[src/hw/rtl/pmc_pkg.sv]
`timescale 1ns / 1ps
// ----------------------------------------------------------------------------
// PID motor controller package
// Shared widths, register indexes and saturating helpers.
// ----------------------------------------------------------------------------
package pmc_pkg;

	localparam int TAPS       = 64;
	localparam int TAP_AW     = $clog2(TAPS);
	localparam int LEN_W      = 7;
	localparam int HIST_W     = 32;
	localparam int COEF_W     = 24;
	localparam int GAIN_W     = 24;
	localparam int DT_W       = 17;
	localparam int IN_W       = 112;
	localparam int OUT_W      = 88;
	localparam int CFG_IDX_W  = 3;
	localparam int CFG_DATA_W = 24;
	localparam int MUL_A_W    = 35;
	localparam int MUL_B_W    = 25;
	localparam int PROD_W     = MUL_A_W + MUL_B_W;
	localparam int DIV_N_W    = 58;
	localparam int DIV_D_W    = 17;
	localparam int DIV_CNT_W  = $clog2(DIV_N_W);
	localparam int DRIVE_W    = 18;

	// Configuration register indexes.
	localparam logic [CFG_IDX_W-1:0] REG_GAIN_P    = 3'd0;
	localparam logic [CFG_IDX_W-1:0] REG_GAIN_I    = 3'd1;
	localparam logic [CFG_IDX_W-1:0] REG_GAIN_D    = 3'd2;
	localparam logic [CFG_IDX_W-1:0] REG_GAIN_FF   = 3'd3;
	localparam logic [CFG_IDX_W-1:0] REG_VEL_MODE  = 3'd4;
	localparam logic [CFG_IDX_W-1:0] REG_RATE_SCL  = 3'd5;
	localparam logic [CFG_IDX_W-1:0] REG_FIR_LEN   = 3'd6;

	localparam logic [23:0] RATE_SCALE_RST = 24'd2796203;

	// Clamp to plus or minus one in Q1.16.
	function automatic logic signed [DRIVE_W-1:0] clamp_one(input logic signed [63:0] v);
		logic signed [DRIVE_W-1:0] r;
		if (v < -64'sd65536)
			r = -18'sd65536;
		else if (v > 64'sd65536)
			r = 18'sd65536;
		else
			r = DRIVE_W'(v);
		return r;
	endfunction

	// Saturate to the signed 32-bit range.
	function automatic logic signed [31:0] sat32(input logic signed [63:0] v);
		logic signed [31:0] r;
		if (v < -64'sd2147483648)
			r = 32'sh8000_0000;
		else if (v > 64'sd2147483647)
			r = 32'sh7FFF_FFFF;
		else
			r = 32'(v);
		return r;
	endfunction

endpackage

[src/hw/rtl/pmc_div.sv]
`timescale 1ns / 1ps
// ----------------------------------------------------------------------------
// Serial unsigned divider
// Restoring division, one quotient bit per cycle.
// ----------------------------------------------------------------------------
module pmc_div (
	input  logic                          clk,
	input  logic                          arst_n,
	input  logic                          start,
	input  logic [pmc_pkg::DIV_N_W-1:0]   dividend,
	input  logic [pmc_pkg::DIV_D_W-1:0]   divisor,
	output logic                          busy,
	output logic                          done,
	output logic [pmc_pkg::DIV_N_W-1:0]   quotient
);
	import pmc_pkg::*;

	logic [DIV_D_W:0]   rem_q;
	logic [DIV_N_W-1:0] quo_q;
	logic [DIV_D_W-1:0] dsr_q;
	logic [DIV_CNT_W-1:0] cnt_q;
	logic               busy_q;
	logic               done_q;
	logic [DIV_D_W:0]   trial;
	logic               take;

	// Trial subtraction for the next quotient bit.
	always_comb begin
		trial = {rem_q[DIV_D_W-1:0], quo_q[DIV_N_W-1]};
		take  = (trial >= {1'b0, dsr_q});
	end

	// Control state.
	always_ff @(posedge clk or negedge arst_n) begin
		if (!arst_n) begin
			busy_q <= 1'b0;
			done_q <= 1'b0;
			cnt_q  <= '0;
		end else begin
			done_q <= 1'b0;
			if (start) begin
				busy_q <= 1'b1;
				cnt_q  <= '0;
			end else if (busy_q) begin
				if (cnt_q == DIV_CNT_W'(DIV_N_W - 1)) begin
					busy_q <= 1'b0;
					done_q <= 1'b1;
				end
				cnt_q <= cnt_q + 1'b1;
			end
		end
	end

	// Datapath: the quotient shifts in where the dividend shifts out.
	always_ff @(posedge clk) begin
		if (start) begin
			rem_q <= '0;
			quo_q <= dividend;
			dsr_q <= divisor;
		end else if (busy_q) begin
			rem_q <= take ? (trial - {1'b0, dsr_q}) : trial;
			quo_q <= {quo_q[DIV_N_W-2:0], take};
		end
	end

	assign busy     = busy_q;
	assign done     = done_q;
	assign quotient = quo_q;

	a_start_idle: assert property (@(posedge clk) disable iff (!arst_n)
		start |-> !busy_q) else $error("divider started while busy");
	a_done_free: assert property (@(posedge clk) disable iff (!arst_n)
		done_q |-> !busy_q) else $error("divider done while still busy");

endmodule

[config.mk]
export PLATFORM = sky130hd
export DESIGN_NAME = pmc_div
export DESIGN_NICKNAME = d
export VERILOG_FILES = /design/src/hw/rtl/pmc_pkg.sv /design/src/hw/rtl/pmc_div.sv
export SDC_FILE = /design/constraint.sdc
export NUM_CORES = 1
export LEC_CHECK = 0
export ABC_AREA = 1
export BUFFER_PORTS_ARGS = -buffer_cell sky130_fd_sc_hd__buf_2
export CAP_MARGIN = 30
export CORE_MARGIN = 2
export CORE_UTILIZATION = 45
export DETAILED_ROUTE_END_ITERATION = 12
export PLACE_DENSITY_LB_ADDON = 0.05
export SLEW_MARGIN = 30
export SYNTH_ARGS = -nofsm -noshare
export SYNTH_HDL_FRONTEND = slang
export SYNTH_SLANG_ARGS = --single-unit
[constraint.sdc]
create_clock -name clk -period 3.8 [get_ports clk]
set_input_delay 0.57 -clock clk [delete_from_list [all_inputs] [get_ports clk]]
set_output_delay 0.57 -clock clk [all_outputs]
set_load 0.03 [all_outputs]
# --- Word-level counts from Yosys, hierarchy flattened ---
# Cells that the tools add are included.
totals:
  ff_bits: 100
  word_cells: 22
  output_inout_bits: 60
  input_bits: 78
op_classes:
  reduce_logical: 1
  eq_ne: 1
  n_mux: 11
  n_lt_le_gt_ge: 1
  n_addsub: 2
ops:
  columns: ["operator", "count"]
  rows:
  - ["$mux 58", 2]
  - ["$ge 18x17->1", 1]
  - ["$mux 17", 1]
  - ["$sub 17x17->17", 1]
  - ["$mux 6", 2]
  - ["$add 6x1->6 const B", 1]
  - ["$eq 6x6->1 const B", 1]
  - ["$mux 1", 6]
  - ["$reduce_bool 2->1", 1]

# --- Logic depth before layout (Yosys ltp) ---
# Gate-level depths: netlist of the first run.
depth:
  depth_word: 4
  depth_mapped: 14
  depth_no_buf: 14

# --- Worst setup path after synthesis of the first run ---
# No wires, ideal clock.
synth_path:
  kind: "input to register"
  start: "input start"
  end: "register quo_q[0], in the netlist quotient[0] (enable)"
  arrival_ps: 2710
  setup_ps: 445
  path_stages: 4
  setup_slack_ps: 644
  path_buffers: 2
  required_ps: 3355
  cell_sequence: "buf_2 nor2_2 inv_1 clkbuf_1"
synth_via:
  elab_chain_cells: 1
synth_rtl:
  columns: ["item", "line_no", "source"]
  rows:
  - ["start: declaration", "pmc_div.sv:9", "input logic start,"]
  - ["$reduce_bool 2->1 (no line)", null, null]
  - ["end signal: assignment", "pmc_div.sv:58", "quo_q <= dividend;"]
  - ["end signal: assignment", "pmc_div.sv:62", "quo_q <= {quo_q[DIV_N_W-2:0], take};"]
  - ["end: declaration", "pmc_div.sv:19", "logic [DIV_N_W-1:0] quo_q;"]
# No other way between the ends.
# A chain may end at the register's enable or synchronous reset.

# --- Final worst setup path of the first run ---
layout_path:
  start: "register dsr_q[9]"
  end: "register rem_q[13]"
layout_via:
  elab_chain_cells: 2
  word_cells_on_any_way: 3
  classes_between: "add/sub: 1; order compare: 1; mux: 1"
layout_rtl:
  columns: ["item", "line_no", "source"]
  rows:
  - ["start: declaration", "pmc_div.sv:20", "logic [DIV_D_W-1:0] dsr_q;"]
  - ["start signal: assignment", "pmc_div.sv:59", "dsr_q <= divisor;"]
  - ["$sub 17x17->17 / $ge 18x17->1 (equally long branches)", "pmc_div.sv:61, pmc_div.sv:30", null]
  - ["$mux 17 *", "pmc_div.sv:61", "rem_q <= take ? (trial - {1'b0, dsr_q}) : trial;"]
  - ["end signal: assignment", "pmc_div.sv:61", null]
  - ["end: declaration", "pmc_div.sv:18", "logic [DIV_D_W:0] rem_q;"]
# Every way passes the cells marked *; elsewhere a longest branch is shown, timed or not.

==> run_summary.xml, run 1 <==
<?xml version="1.0" encoding="UTF-8"?>
<metrics>
  <group name="status">
    <metric name="outcome" unit="">complete, but fails checks</metric>
    <metric name="failed_checks" unit="">design-rule violations</metric>
  </group>
  <group name="final_layout">
    <metric name="final.fill_count" unit="">1112</metric>
    <metric name="n_antenna_cell" unit="">0</metric>
    <metric name="finish.utilization" unit="">0.556</metric>
    <metric name="synth_to_final_area_change" unit="%">19.8</metric>
    <metric name="layout.cells.most_common" unit="">nand2_1</metric>
    <metric name="layout.nets" unit="">875</metric>
    <metric name="post_route_cells_drive_above_1_share" unit="">0.239</metric>
    <metric name="layout_common_cells" unit="">294 x nand2_1, 137 x buf_2, 78 x inv_1</metric>
  </group>
  <group name="clock_network">
    <metric name="cts_num_sinks" unit="">100</metric>
    <metric name="clock_tree.buffer_depth" unit="">2</metric>
    <metric name="postCtsSetupBuffers" unit="">0</metric>
    <metric name="cts_made_buffers" unit="">9</metric>
    <metric name="post_cts_resized" unit="">0</metric>
    <metric name="clkTransAtPathRegs" unit="ns">0.07</metric>
    <metric name="clock_insertion_delay_worst_skew" unit="ns">0.35</metric>
    <metric name="tritoncts" unit="">yes</metric>
    <metric name="htree_levels" unit="">3</metric>
    <metric name="cts_hold_buffers" unit="">0</metric>
    <metric name="clockRootBuffer" unit="">clkbuf_16</metric>
  </group>
  <group name="detailed_routing">
    <metric name="drt-pass1-iter-count" unit="">8</metric>
    <metric name="route.detailed.vias_per_inst" unit="">4.78</metric>
    <metric name="postRouteAntennaNets" unit="">0</metric>
    <metric name="via_count" unit="">4425</metric>
    <metric name="drt_first_iter_violations" unit="">228</metric>
    <metric name="drc_errors" unit="">1</metric>
    <metric name="postRouteWirelength" unit="um">12500</metric>
    <metric name="routed_wire_length_per_instance" unit="um">13.5</metric>
  </group>
  <group name="grt">
    <metric name="grt_antenna_before_repair" unit="">0</metric>
    <metric name="first_pass_grt_wire_length" unit="um">20400</metric>
    <metric name="grt_max_degree" unit="">63</metric>
    <metric name="grt_pass1_vias" unit="">4361</metric>
    <metric name="grt_remaining_overflow" unit="">0</metric>
    <metric name="groute.usage.overall" unit="">0.202</metric>
  </group>
  <group name="power_and_ir_drop">
    <metric name="vdd.ir_drop.worst" unit="uV">339</metric>
    <metric name="power.static_leakage" unit="nW">3.44</metric>
    <metric name="total_power" unit="mW">3.62</metric>
    <metric name="cellPowerDensity" unit="nW/um^2">566</metric>
  </group>
  <group name="die">
    <metric name="die_width" unit="um">113</metric>
    <metric name="rows" unit="">39</metric>
    <metric name="die-area" unit="sq um">12800</metric>
    <metric name="die_height" unit="um">113</metric>
    <metric name="ios" unit="">138</metric>
    <metric name="initial_core_util" unit="">0.464</metric>
    <metric name="floorplan.core_area" unit="sq um">11500</metric>
  </group>
  <group name="synth">
    <metric name="yosysUniqueCellTypes" unit="">36</metric>
    <metric name="yosys_warnings" unit="">0</metric>
    <metric name="synth_seq_cells" unit="">100</metric>
    <metric name="syn-instance-count" unit="">645</metric>
    <metric name="synth-main-ff-cell" unit="">edfxtp_1</metric>
    <metric name="avg_cell_area_syn" unit="sq um">8.28</metric>
    <metric name="syn-num-nets" unit="">743</metric>
    <metric name="netlist_area" unit="sq um">5340</metric>
    <metric name="synth.yosys.seq_area_share" unit="">0.523</metric>
    <metric name="synth_edf_count" unit="">75</metric>
    <metric name="synthArstFlopShare" unit="">0.0800</metric>
  </group>
  <group name="timing">
    <metric name="tightestPinTransition" unit="ns">0.897</metric>
    <metric name="slew_headroom" unit="">0.401</metric>
    <metric name="fin_crit" unit="ns">2.48</metric>
    <metric name="timing_max_transition_violations_final" unit="">0</metric>
    <metric name="setup_violations" unit="">0</metric>
    <metric name="skew" unit="ns">0.00930</metric>
    <metric name="finalSetupTns" unit="ns">0</metric>
    <metric name="rsz0062_at_grt" unit="">false</metric>
    <metric name="final_hold_viol_count" unit="">0</metric>
    <metric name="highest_attainable_clock_frequency" unit="GHz">0.403</metric>
    <metric name="layout_worst_path_cycle_share" unit="">0.653</metric>
  </group>
  <group name="setup_path">
    <metric name="cp_slowest_stage_delay" unit="ns">0.60</metric>
    <metric name="setup.worst_path.class" unit="">flop to flop</metric>
    <metric name="crit_arrival" unit="ns">2.78</metric>
    <metric name="worstPathCellList" unit="">inv_1 &gt; ha_1 &gt; nand2_2 &gt; inv_2 &gt; nand2_1 &gt; nor2_2 &gt; nand2_1 &gt; nand2_1 &gt; nor2_2 &gt; nand2_4 &gt; nand3_1 &gt; nand3_1 &gt; nand2_1</metric>
    <metric name="reg2reg_slack" unit="ns">1.32</metric>
    <metric name="crit_path_top_delay_cell" unit="">nor2_2</metric>
    <metric name="timing.critical_path.to_type" unit="">flop</metric>
    <metric name="cp-start-kind" unit="">flop</metric>
    <metric name="crit_top_cell" unit="">nand2_1</metric>
    <metric name="critPathMaxFanout" unit="">16</metric>
    <metric name="required" unit="ns">4.09</metric>
  </group>
  <group name="run">
    <metric name="max_cap_violations" unit="">0</metric>
  </group>
  <group name="worst_hold_path">
    <metric name="worst_hold_path_type" unit="">input pin to async pin</metric>
  </group>
  <group name="placed_design">
    <metric name="portBuffers" unit="">137</metric>
    <metric name="place_congestion" unit="">0.785</metric>
    <metric name="dpl_wire_length" unit="um">9020</metric>
  </group>
</metrics>
-- synthesized netlist by cell type (4+ instances only) --
cell | instances | area, sq um
edfxtp_1 | 75 | 2250
nand3_1 | 44 | 220
a21oi_1 | 14 | 70.1
dfrtp_1 | 8 | 200
clkbuf_1 | 10 | 37.5
nor2_2 | 6 | 37.5
nand3b_2 | 7 | 78.8
nor3_1 | 4 | 20.0
inv_2 | 5 | 18.8
nor2_1 | 19 | 71.3
o21ai_0 | 7 | 35.0
inv_1 | 79 | 297
dfxtp_1 | 17 | 340
ha_1 | 19 | 238
xnor2_1 | 5 | 43.8
nand2_1 | 294 | 1100
-- layer usage --
layer / GRT usage / wire length, um
met5: 0 / 0
met4: 0.0520 / 172
met3: 0.0643 / 721
met2: 0.351 / 6200
met1: 0.244 / 5350
-- final timing paths --
path | start | to | depth (start not counted)
max | dsr_q[9] | rem_q[13] | 13
min | arst_n | cnt_q[3] | 1
max reg2reg | dsr_q[9] | rem_q[13] | 13
min reg2reg | rem_q[10] | rem_q[10] | 2
max in group asynchronous | arst_n | cnt_q[1] | 1
min in group clk | divisor[15] | dsr_q[15] | 1
-- flip-flops by register name (all words and copies together), names as in the netlist --
name	count
busy	1
cnt_q	6
done	1
dsr_q	17
quotient	58
rem_q	17
-- critical path, delay by kind of cell, from the launching register on --
kind	cells	cell delay, ns
AND/OR/NAND/NOR	10	1.65
adder cells (fa/ha/maj)	1	0.34
flip-flops	1	0.34
buffers and inverters	2	0.09
-- power by group --
group	internal (mW)	switching (mW)
sequential	1.34	0.102
combinational	0.464	0.835
clock	0.467	0.414
total	2.27	1.35
-- stage by stage --
| stage | hold WS [ns] | instance area [sq um] | cells | worst slack [ns] |
|---|---|---|---|---|
| after floorplan | 0.274 | 5340 | 645 | 0.644 |
| after global placement | 0.422 | 6110 | 909 | 1.32 |
| after CTS | 0.0462 | 6400 | 925 | 1.32 |
| after global routing | 0.0523 | 6400 | 925 | 1.14 |
| after detailed placement | 0.428 | 6110 | 909 | 1.28 |
| final | 0.0502 | 6400 | 925 | 1.32 |
-- logic make-up (layout without fill, tap and decap cells) --
family | count (synthesis) | count (layout) | synth area share
flip-flops | 100 | 100 | 0.523
AND/OR/NAND/NOR | 386 | 386 | 0.306
XOR/XNOR | 7 | 7 | 0.0115
buffers and inverters | 104 | 241 | 0.0820
AO/OA/AOI/OAI | 28 | 28 | 0.0293
adder cells (fa/ha/maj) | 20 | 20 | 0.0483
-- final cells by class --
cell class              instances  area (sq um)  share of cell area
inverters                      84           317              0.0495
well taps                     143           179              0.0280
multi-input cells             441          2110               0.330
flip-flops and latches        100          2790               0.436
clock buffers                  10           239              0.0373
clock inverters                 6          45.0             0.00704
repair buffers                141           716               0.112
No activity file was read; power rests on OpenSTA's default activity.
==> run 2: changes to the inputs <==
--- a/config.mk
+++ b/config.mk
@@ -5,7 +5,7 @@
 export SDC_FILE = /design/constraint.sdc
 export NUM_CORES = 1
 export LEC_CHECK = 0
-export ABC_AREA = 1
+export ABC_AREA = 0
 export BUFFER_PORTS_ARGS = -buffer_cell sky130_fd_sc_hd__buf_2
 export CAP_MARGIN = 30
 export CORE_MARGIN = 2
==> constraint.sdc (replaced) <==
create_clock -name clk -period 2.6 [get_ports clk]
set_input_delay 0.39 -clock clk [delete_from_list [all_inputs] [get_ports clk]]
set_output_delay 0.39 -clock clk [all_outputs]
set_load 0.03 [all_outputs]
==> run 2 against run 1 <==
Compared with the run above: die area shrank 2.2%; register-to-register slack lost 1.2 ns; clock skew increased by 0.00089 ns; the flow now finishes without violations; sequential power is 50% higher; combinational power grew 74%; largest power group is now combinational logic.
==> run_summary.xml, run 2 <==
<?xml version="1.0" encoding="UTF-8"?>
<metrics>
  <group name="status">
    <metric name="outcome" unit="">finished, final reports clean</metric>
  </group>
  <group name="clock_network">
    <metric name="clockRootBuffer" unit="">clkbuf_16</metric>
    <metric name="clkTransAtPathRegs" unit="ns">0.07</metric>
    <metric name="cts_num_sinks" unit="">100</metric>
    <metric name="clock_tree.buffer_depth" unit="">2</metric>
    <metric name="tritoncts" unit="">yes</metric>
    <metric name="cts_made_buffers" unit="">9</metric>
    <metric name="htree_levels" unit="">3</metric>
    <metric name="clock_insertion_delay_worst_skew" unit="ns">0.35</metric>
  </group>
  <group name="worst_hold_path">
    <metric name="worstHoldStart" unit="">divisor[1]</metric>
    <metric name="timing.hold.worst_endpoint" unit="">dsr_q[1]</metric>
    <metric name="worst_hold_path.num_cells" unit="">1</metric>
    <metric name="worst_hold_path_type" unit="">input pin to flop</metric>
  </group>
  <group name="placed_design">
    <metric name="dpl_wire_length" unit="um">8880</metric>
    <metric name="portBuffers" unit="">137</metric>
    <metric name="place_ws" unit="ns">0.0620</metric>
    <metric name="instance_area_after_placement" unit="sq um">6150</metric>
    <metric name="place_congestion" unit="">0.823</metric>
    <metric name="placedCellCount" unit="">703</metric>
  </group>
  <group name="final_layout">
    <metric name="final.fill_count" unit="">982</metric>
    <metric name="post_route_cells_drive_above_1_share" unit="">0.464</metric>
    <metric name="layout.nets" unit="">679</metric>
    <metric name="synth_to_final_area_change" unit="%">27.2</metric>
    <metric name="largest_register_ffs" unit="">58</metric>
    <metric name="multi_input_area" unit="sq um">2320</metric>
    <metric name="area.sequential" unit="sq um">2790</metric>
    <metric name="layout.cells.most_common" unit="">buf_2</metric>
    <metric name="layoutNonFillerInstCount" unit="">730</metric>
    <metric name="stdcell_area" unit="sq um">6640</metric>
    <metric name="layout_common_cells" unit="">136 x buf_2, 75 x edfxtp_1, 58 x mux2_2</metric>
  </group>
  <group name="grt">
    <metric name="grt_max_degree" unit="">63</metric>
    <metric name="grt_pass1_vias" unit="">4100</metric>
    <metric name="first_pass_grt_wire_length" unit="um">19800</metric>
    <metric name="grt_remaining_overflow" unit="">0</metric>
    <metric name="groute.usage.overall" unit="">0.201</metric>
    <metric name="grt_antenna_before_repair" unit="">1</metric>
  </group>
  <group name="setup_path">
    <metric name="cp_slowest_stage_delay" unit="ns">0.40</metric>
    <metric name="critPathMaxFanout" unit="">6</metric>
    <metric name="ff2ff_path_depth" unit="">11</metric>
    <metric name="r2r_end" unit="">rem_q[5]</metric>
    <metric name="worstPathCellList" unit="">inv_2 &gt; ha_4 &gt; inv_2 &gt; fa_2 &gt; a211oi_2 &gt; o211ai_2 &gt; a21oi_4 &gt; a21bo_4 &gt; buf_6 &gt; nand3_1 &gt; a311oi_1</metric>
    <metric name="crit_path_top_delay_cell" unit="">edfxtp_1</metric>
    <metric name="reg2reg_slack" unit="ns">0.11</metric>
    <metric name="timing.critical_path.to_type" unit="">flop</metric>
    <metric name="setup.worst_path.class" unit="">flop to flop</metric>
    <metric name="cp-start-kind" unit="">flop</metric>
    <metric name="required" unit="ns">2.86</metric>
    <metric name="crit_arrival" unit="ns">2.75</metric>
    <metric name="r2r_start" unit="">quotient[57]</metric>
    <metric name="crit_top_cell" unit="">inv_2</metric>
  </group>
  <group name="synth">
    <metric name="syn-num-nets" unit="">524</metric>
    <metric name="yosys_warnings" unit="">0</metric>
    <metric name="synth_most_common_cell" unit="">edfxtp_1</metric>
    <metric name="netlist_area" unit="sq um">5220</metric>
    <metric name="yosysUniqueCellTypes" unit="">60</metric>
    <metric name="synth_top_area_cell" unit="">edfxtp_1</metric>
    <metric name="synth.yosys.seq_area_share" unit="">0.535</metric>
    <metric name="synth.top_cells.by_count" unit="">75 x edfxtp_1, 58 x mux2_2, 26 x nor2_1</metric>
    <metric name="synth.area.top_cells" unit="">edfxtp_1 43%, mux2_2 13%, dfxtp_1 6.5%</metric>
    <metric name="syn-instance-count" unit="">426</metric>
    <metric name="synth-main-ff-cell" unit="">edfxtp_1</metric>
    <metric name="avg_cell_area_syn" unit="sq um">12.3</metric>
    <metric name="post-synth-top-area-fraction" unit="">0.432</metric>
    <metric name="synth_seq_cells" unit="">100</metric>
    <metric name="synthArstFlopShare" unit="">0.0800</metric>
    <metric name="synth_edf_count" unit="">75</metric>
  </group>
  <group name="run">
    <metric name="max_cap_violations" unit="">0</metric>
  </group>
  <group name="die">
    <metric name="die_height" unit="um">112</metric>
    <metric name="ios" unit="">138</metric>
    <metric name="rows" unit="">39</metric>
    <metric name="initial_core_util" unit="">0.459</metric>
    <metric name="die-area" unit="sq um">12500</metric>
    <metric name="die_width" unit="um">112</metric>
    <metric name="floorplan.core_area" unit="sq um">11400</metric>
  </group>
  <group name="detailed_routing">
    <metric name="routed_wire_length_per_instance" unit="um">17.1</metric>
    <metric name="drt_first_iter_violations" unit="">244</metric>
    <metric name="via_count" unit="">3941</metric>
    <metric name="drc_errors" unit="">0</metric>
    <metric name="postRouteWirelength" unit="um">12500</metric>
    <metric name="drt-pass1-iter-count" unit="">4</metric>
    <metric name="postRouteAntennaNets" unit="">0</metric>
    <metric name="route.detailed.vias_per_inst" unit="">5.40</metric>
  </group>
  <group name="timing">
    <metric name="slew_headroom" unit="">0.624</metric>
    <metric name="tightestPinTransition" unit="ns">0.559</metric>
    <metric name="final_hold_viol_count" unit="">0</metric>
    <metric name="worst_hold_slack" unit="ns">0.212</metric>
    <metric name="rsz0062_at_grt" unit="">true</metric>
    <metric name="fin_crit" unit="ns">2.49</metric>
    <metric name="layout_worst_path_cycle_share" unit="">0.958</metric>
    <metric name="skew" unit="ns">0.0102</metric>
    <metric name="finalSetupTns" unit="ns">0</metric>
    <metric name="setup_violations" unit="">0</metric>
    <metric name="postLayoutSetupSlackWorst" unit="ns">0.109</metric>
    <metric name="timing_max_transition_violations_final" unit="">0</metric>
    <metric name="highest_attainable_clock_frequency" unit="GHz">0.401</metric>
  </group>
  <group name="power_and_ir_drop">
    <metric name="vdd.ir_drop.worst" unit="uV">810</metric>
    <metric name="cellPowerDensity" unit="nW/um^2">886</metric>
    <metric name="power.static_leakage" unit="nW">2.84</metric>
  </group>
</metrics>
run 2: cell count changes after synthesis, moves of 6 or more:
cell / delta
nand2_1: -273
mux2_2: +58
inv_1: -57
nand3_1: -31
o21ai_0: +12
o211ai_1: +8
nand3b_2: -7
nand4_1: +7
nor2_1: +7
nor2_2: -6
nor2b_1: +6
run 2: stage by stage:
step	power [mW]	utilization
final	5.88	0.584
after global routing	6.20	0.583
after CTS	5.80	0.570
after detailed placement	4.30	0.541
after global placement	4.28	0.541
after floorplan	3.64	-
run 2: area by class of cell:
| type | instances | area share |
|---|---|---|
| Antenna cell | 1 | 0.000377 |
| Clock buffer | 10 | 0.0345 |
| Sequential cell | 100 | 0.421 |
| Multi-Input combinational cell | 283 | 0.350 |
| Inverter | 22 | 0.0124 |
| Timing Repair Buffer | 165 | 0.141 |
| Clock inverter | 6 | 0.0141 |
| Tap cell | 143 | 0.0270 |
run 2: worst max path at each step:
stage | from | endpoint | cells past startpoint
detailed placement | quotient[57] | quotient[0] | 10
global route | quotient[57] | rem_q[15] | 11
floorplan | quotient[57] | quotient[0] | 10
global placement | quotient[57] | rem_q[16] | 10
CTS | quotient[57] | quotient[0] | 10
finish | quotient[57] | rem_q[5] | 11
run 2: kinds of logic (layout without fill, tap and decap cells):
group / after synthesis / in the layout / share of synthesized area
flip-flops: 100 / 100 / 0.535
AO/OA/AOI/OAI: 95 / 96 / 0.138
AND/OR/NAND/NOR: 93 / 93 / 0.0887
multiplexers: 60 / 60 / 0.129
buffers and inverters: 44 / 203 / 0.0364
adder cells (fa/ha/maj): 20 / 20 / 0.0494
XOR/XNOR: 14 / 14 / 0.0235
other: 0 / 1 / 0
run 2: critical path: cells and delay by family, from the launching register on:
kind,cells,cell delay [ns]
DFF,1,0.40
adders and majority gates,2,0.50
buffers and inverters,3,0.27
AOI/OAI and AO/OA,5,1.14
and+or+nand+nor,1,0.09
run 2: layer usage:
metal  GRT usage  vias to the layer above  routed length [um]
li1            -                     1923                   -
met1       0.239                     1901                5240
met2       0.334                       98                6120
met3      0.0768                       19                 843
met4      0.0708                        0                 274
met5           0                        -                   0
run 2: what timing repair did:
action | CTS | global route
hold endpoints to repair | 8 | 0
setup buffers | 0 | 8
resized for setup | 0 | 22
setup endpoints to repair | 0 | 17
hold buffers | 1 | 0
run 2: power breakdown:
group	total, mW	switching [mW]	internal (mW)
clock network	1.47	0.612	0.856
logic	2.26	1.29	0.968
registers	2.16	0.181	1.98
==> run 3: changes to the inputs <==
--- a/config.mk
+++ b/config.mk
@@ -9,7 +9,7 @@
 export BUFFER_PORTS_ARGS = -buffer_cell sky130_fd_sc_hd__buf_2
 export CAP_MARGIN = 30
 export CORE_MARGIN = 2
-export CORE_UTILIZATION = 45
+export CORE_UTILIZATION = 35
 export DETAILED_ROUTE_END_ITERATION = 12
 export PLACE_DENSITY_LB_ADDON = 0.05
 export SLEW_MARGIN = 30
==> run 3 against run 2 <==
Compared with the run above: final cell count rose by 5.6%; flip-flop and latch count did not move; first-iteration DRC count fell by 24%; global-route usage fell by 3.8 points; highest routed layer is now met5; core utilization fell by 12 points; wire length rose by 3.0%; design area rose by 1.0%; clock power barely moved.
==> run_summary.xml, run 3 (synthesis gave the netlist of run 2 again) <==
<?xml version="1.0" encoding="UTF-8"?>
<metrics>
  <group name="placed_design">
    <metric name="dpl_wire_length" unit="um">9070</metric>
    <metric name="instance_area_after_placement" unit="sq um">6230</metric>
    <metric name="portBuffers" unit="">137</metric>
    <metric name="place_congestion" unit="">0.841</metric>
  </group>
  <group name="power_and_ir_drop">
    <metric name="power.static_leakage" unit="nW">2.84</metric>
    <metric name="total_power" unit="mW">5.84</metric>
    <metric name="cellPowerDensity" unit="nW/um^2">870</metric>
    <metric name="vdd.ir_drop.worst" unit="uV">571</metric>
  </group>
  <group name="die">
    <metric name="die_height" unit="um">126</metric>
    <metric name="rows" unit="">44</metric>
    <metric name="die_width" unit="um">126</metric>
    <metric name="die-area" unit="sq um">15900</metric>
    <metric name="ios" unit="">138</metric>
    <metric name="initial_core_util" unit="">0.359</metric>
    <metric name="floorplan.core_area" unit="sq um">14500</metric>
  </group>
  <group name="clock_network">
    <metric name="clockRootBuffer" unit="">clkbuf_16</metric>
    <metric name="clock_tree.buffer_depth" unit="">2</metric>
    <metric name="clkTransAtPathRegs" unit="ns">0.07</metric>
    <metric name="clock_insertion_delay_worst_skew" unit="ns">0.35</metric>
    <metric name="htree_levels" unit="">3</metric>
    <metric name="tritoncts" unit="">yes</metric>
    <metric name="cts_num_sinks" unit="">100</metric>
    <metric name="cts_made_buffers" unit="">9</metric>
  </group>
  <group name="final_layout">
    <metric name="layout.cells.most_common" unit="">buf_2</metric>
    <metric name="finish.utilization" unit="">0.461</metric>
    <metric name="final.fill_count" unit="">1393</metric>
    <metric name="layout_common_cells" unit="">136 x buf_2, 75 x edfxtp_1, 58 x mux2_2</metric>
    <metric name="post_route_cells_drive_above_1_share" unit="">0.459</metric>
    <metric name="stdcell_area" unit="sq um">6710</metric>
    <metric name="area.sequential" unit="sq um">2790</metric>
    <metric name="largest_register_ffs" unit="">58</metric>
    <metric name="multi_input_area" unit="sq um">2300</metric>
    <metric name="synth_to_final_area_change" unit="%">28.5</metric>
    <metric name="layout.nets" unit="">679</metric>
  </group>
  <group name="timing">
    <metric name="worst_hold_slack" unit="ns">0.213</metric>
    <metric name="skew" unit="ns">0.00817</metric>
    <metric name="highest_attainable_clock_frequency" unit="GHz">0.401</metric>
    <metric name="rsz0062_at_grt" unit="">true</metric>
    <metric name="setup_violations" unit="">0</metric>
    <metric name="timing_max_transition_violations_final" unit="">0</metric>
    <metric name="final_hold_viol_count" unit="">0</metric>
    <metric name="layout_worst_path_cycle_share" unit="">0.958</metric>
    <metric name="finalSetupTns" unit="ns">0</metric>
    <metric name="tightestPinTransition" unit="ns">0.732</metric>
    <metric name="slew_headroom" unit="">0.511</metric>
    <metric name="fin_crit" unit="ns">2.49</metric>
  </group>
  <group name="setup_path">
    <metric name="timing.critical_path.to_type" unit="">flop</metric>
    <metric name="setup.worst_path.class" unit="">flop to flop</metric>
    <metric name="critPathMaxFanout" unit="">6</metric>
    <metric name="cp-start-kind" unit="">flop</metric>
    <metric name="required" unit="ns">2.86</metric>
    <metric name="crit_arrival" unit="ns">2.76</metric>
  </group>
  <group name="run">
    <metric name="max_cap_violations" unit="">0</metric>
  </group>
  <group name="detailed_routing">
    <metric name="drt_first_iter_violations" unit="">185</metric>
    <metric name="drc_errors" unit="">0</metric>
    <metric name="drt-pass1-iter-count" unit="">4</metric>
    <metric name="route.detailed.vias_per_inst" unit="">5.08</metric>
    <metric name="via_count" unit="">3917</metric>
    <metric name="routed_wire_length_per_instance" unit="um">16.7</metric>
    <metric name="postRouteWirelength" unit="um">12800</metric>
    <metric name="postRouteAntennaNets" unit="">0</metric>
  </group>
  <group name="grt">
    <metric name="grt_max_degree" unit="">65</metric>
    <metric name="grt_antenna_before_repair" unit="">2</metric>
    <metric name="first_pass_grt_wire_length" unit="um">20400</metric>
    <metric name="grt_pass1_vias" unit="">4014</metric>
    <metric name="grt_remaining_overflow" unit="">0</metric>
    <metric name="groute.usage.overall" unit="">0.162</metric>
  </group>
  <group name="worst_hold_path">
    <metric name="worst_hold_path_type" unit="">input pin to flop</metric>
  </group>
  <group name="status">
    <metric name="outcome" unit="">finished, final reports clean</metric>
  </group>
</metrics>
-- run 3: worst paths after layout --
path,startpoint,end,cells after the start,slack [ns]
max in group asynchronous,arst_n,cnt_q[1],2,1.99
hold / removal,divisor[2],dsr_q[2],1,0.21
setup reg to reg,quotient[57],rem_q[9],11,0.11
setup / recovery,quotient[57],rem_q[9],11,0.11
min in group asynchronous,arst_n,busy,2,0.43
hold reg to reg,rem_q[5],rem_q[5],2,0.50
-- run 3: layer usage --
layer	track usage	vias to the layer above	routed length [um]	part of all wire
li1	-	1923	-	-
met1	0.198	1861	5500	0.43
met2	0.263	117	6110	0.48
met3	0.0692	14	996	0.078
met4	0.0459	2	224	0.017
met5	0	-	17	0.0013
-- run 3: critical path, cell delays in order, from the launching register on --
cell and delay, ns:
edfxtp_1 0.39, inv_2 0.09, ha_4 0.13, inv_2 0.03
fa_2 0.37, a211oi_2 0.28, o211ai_2 0.19, a21oi_4 0.22
a21bo_4 0.22, buf_4 0.15, nand3_1 0.09, a311oi_2 0.26
-- run 3: area by class of cell --
type	instances	share of cell area
clock inverters	5	0.00952
clock buffers	11	0.0379
repair buffers	166	0.145
diodes	1	0.000373
well taps	184	0.0343
inverters	22	0.0123
multi-input cells	282	0.344
flip-flops and latches	100	0.416
-- run 3: timing repair --
item | CTS | global route
resized for setup | 0 | 17
setup buffers | 0 | 7
endpoints found under the setup margin | 0 | 14
hold endpoints to repair | 8 | 0
hold buffers | 1 | 0
-- run 3: through the flow --
| stage | std cells | setup slack, ns |
|---|---|---|
| floorplan | 426 | 0.0103 |
| global route | 770 | -0.0590 |
| detailed placement | 746 | 0.0690 |
| CTS | 763 | 0.0394 |
| global placement | 746 | 0.117 |
| finish | 771 | 0.108 |
-- run 3: power by group --
group | leakage [nW] | switching [mW] | total, mW | internal (mW)
sequential | 1.02 | 0.174 | 2.15 | 1.97
clock | 0.158 | 0.627 | 1.45 | 0.818
combinational | 1.66 | 1.29 | 2.24 | 0.952
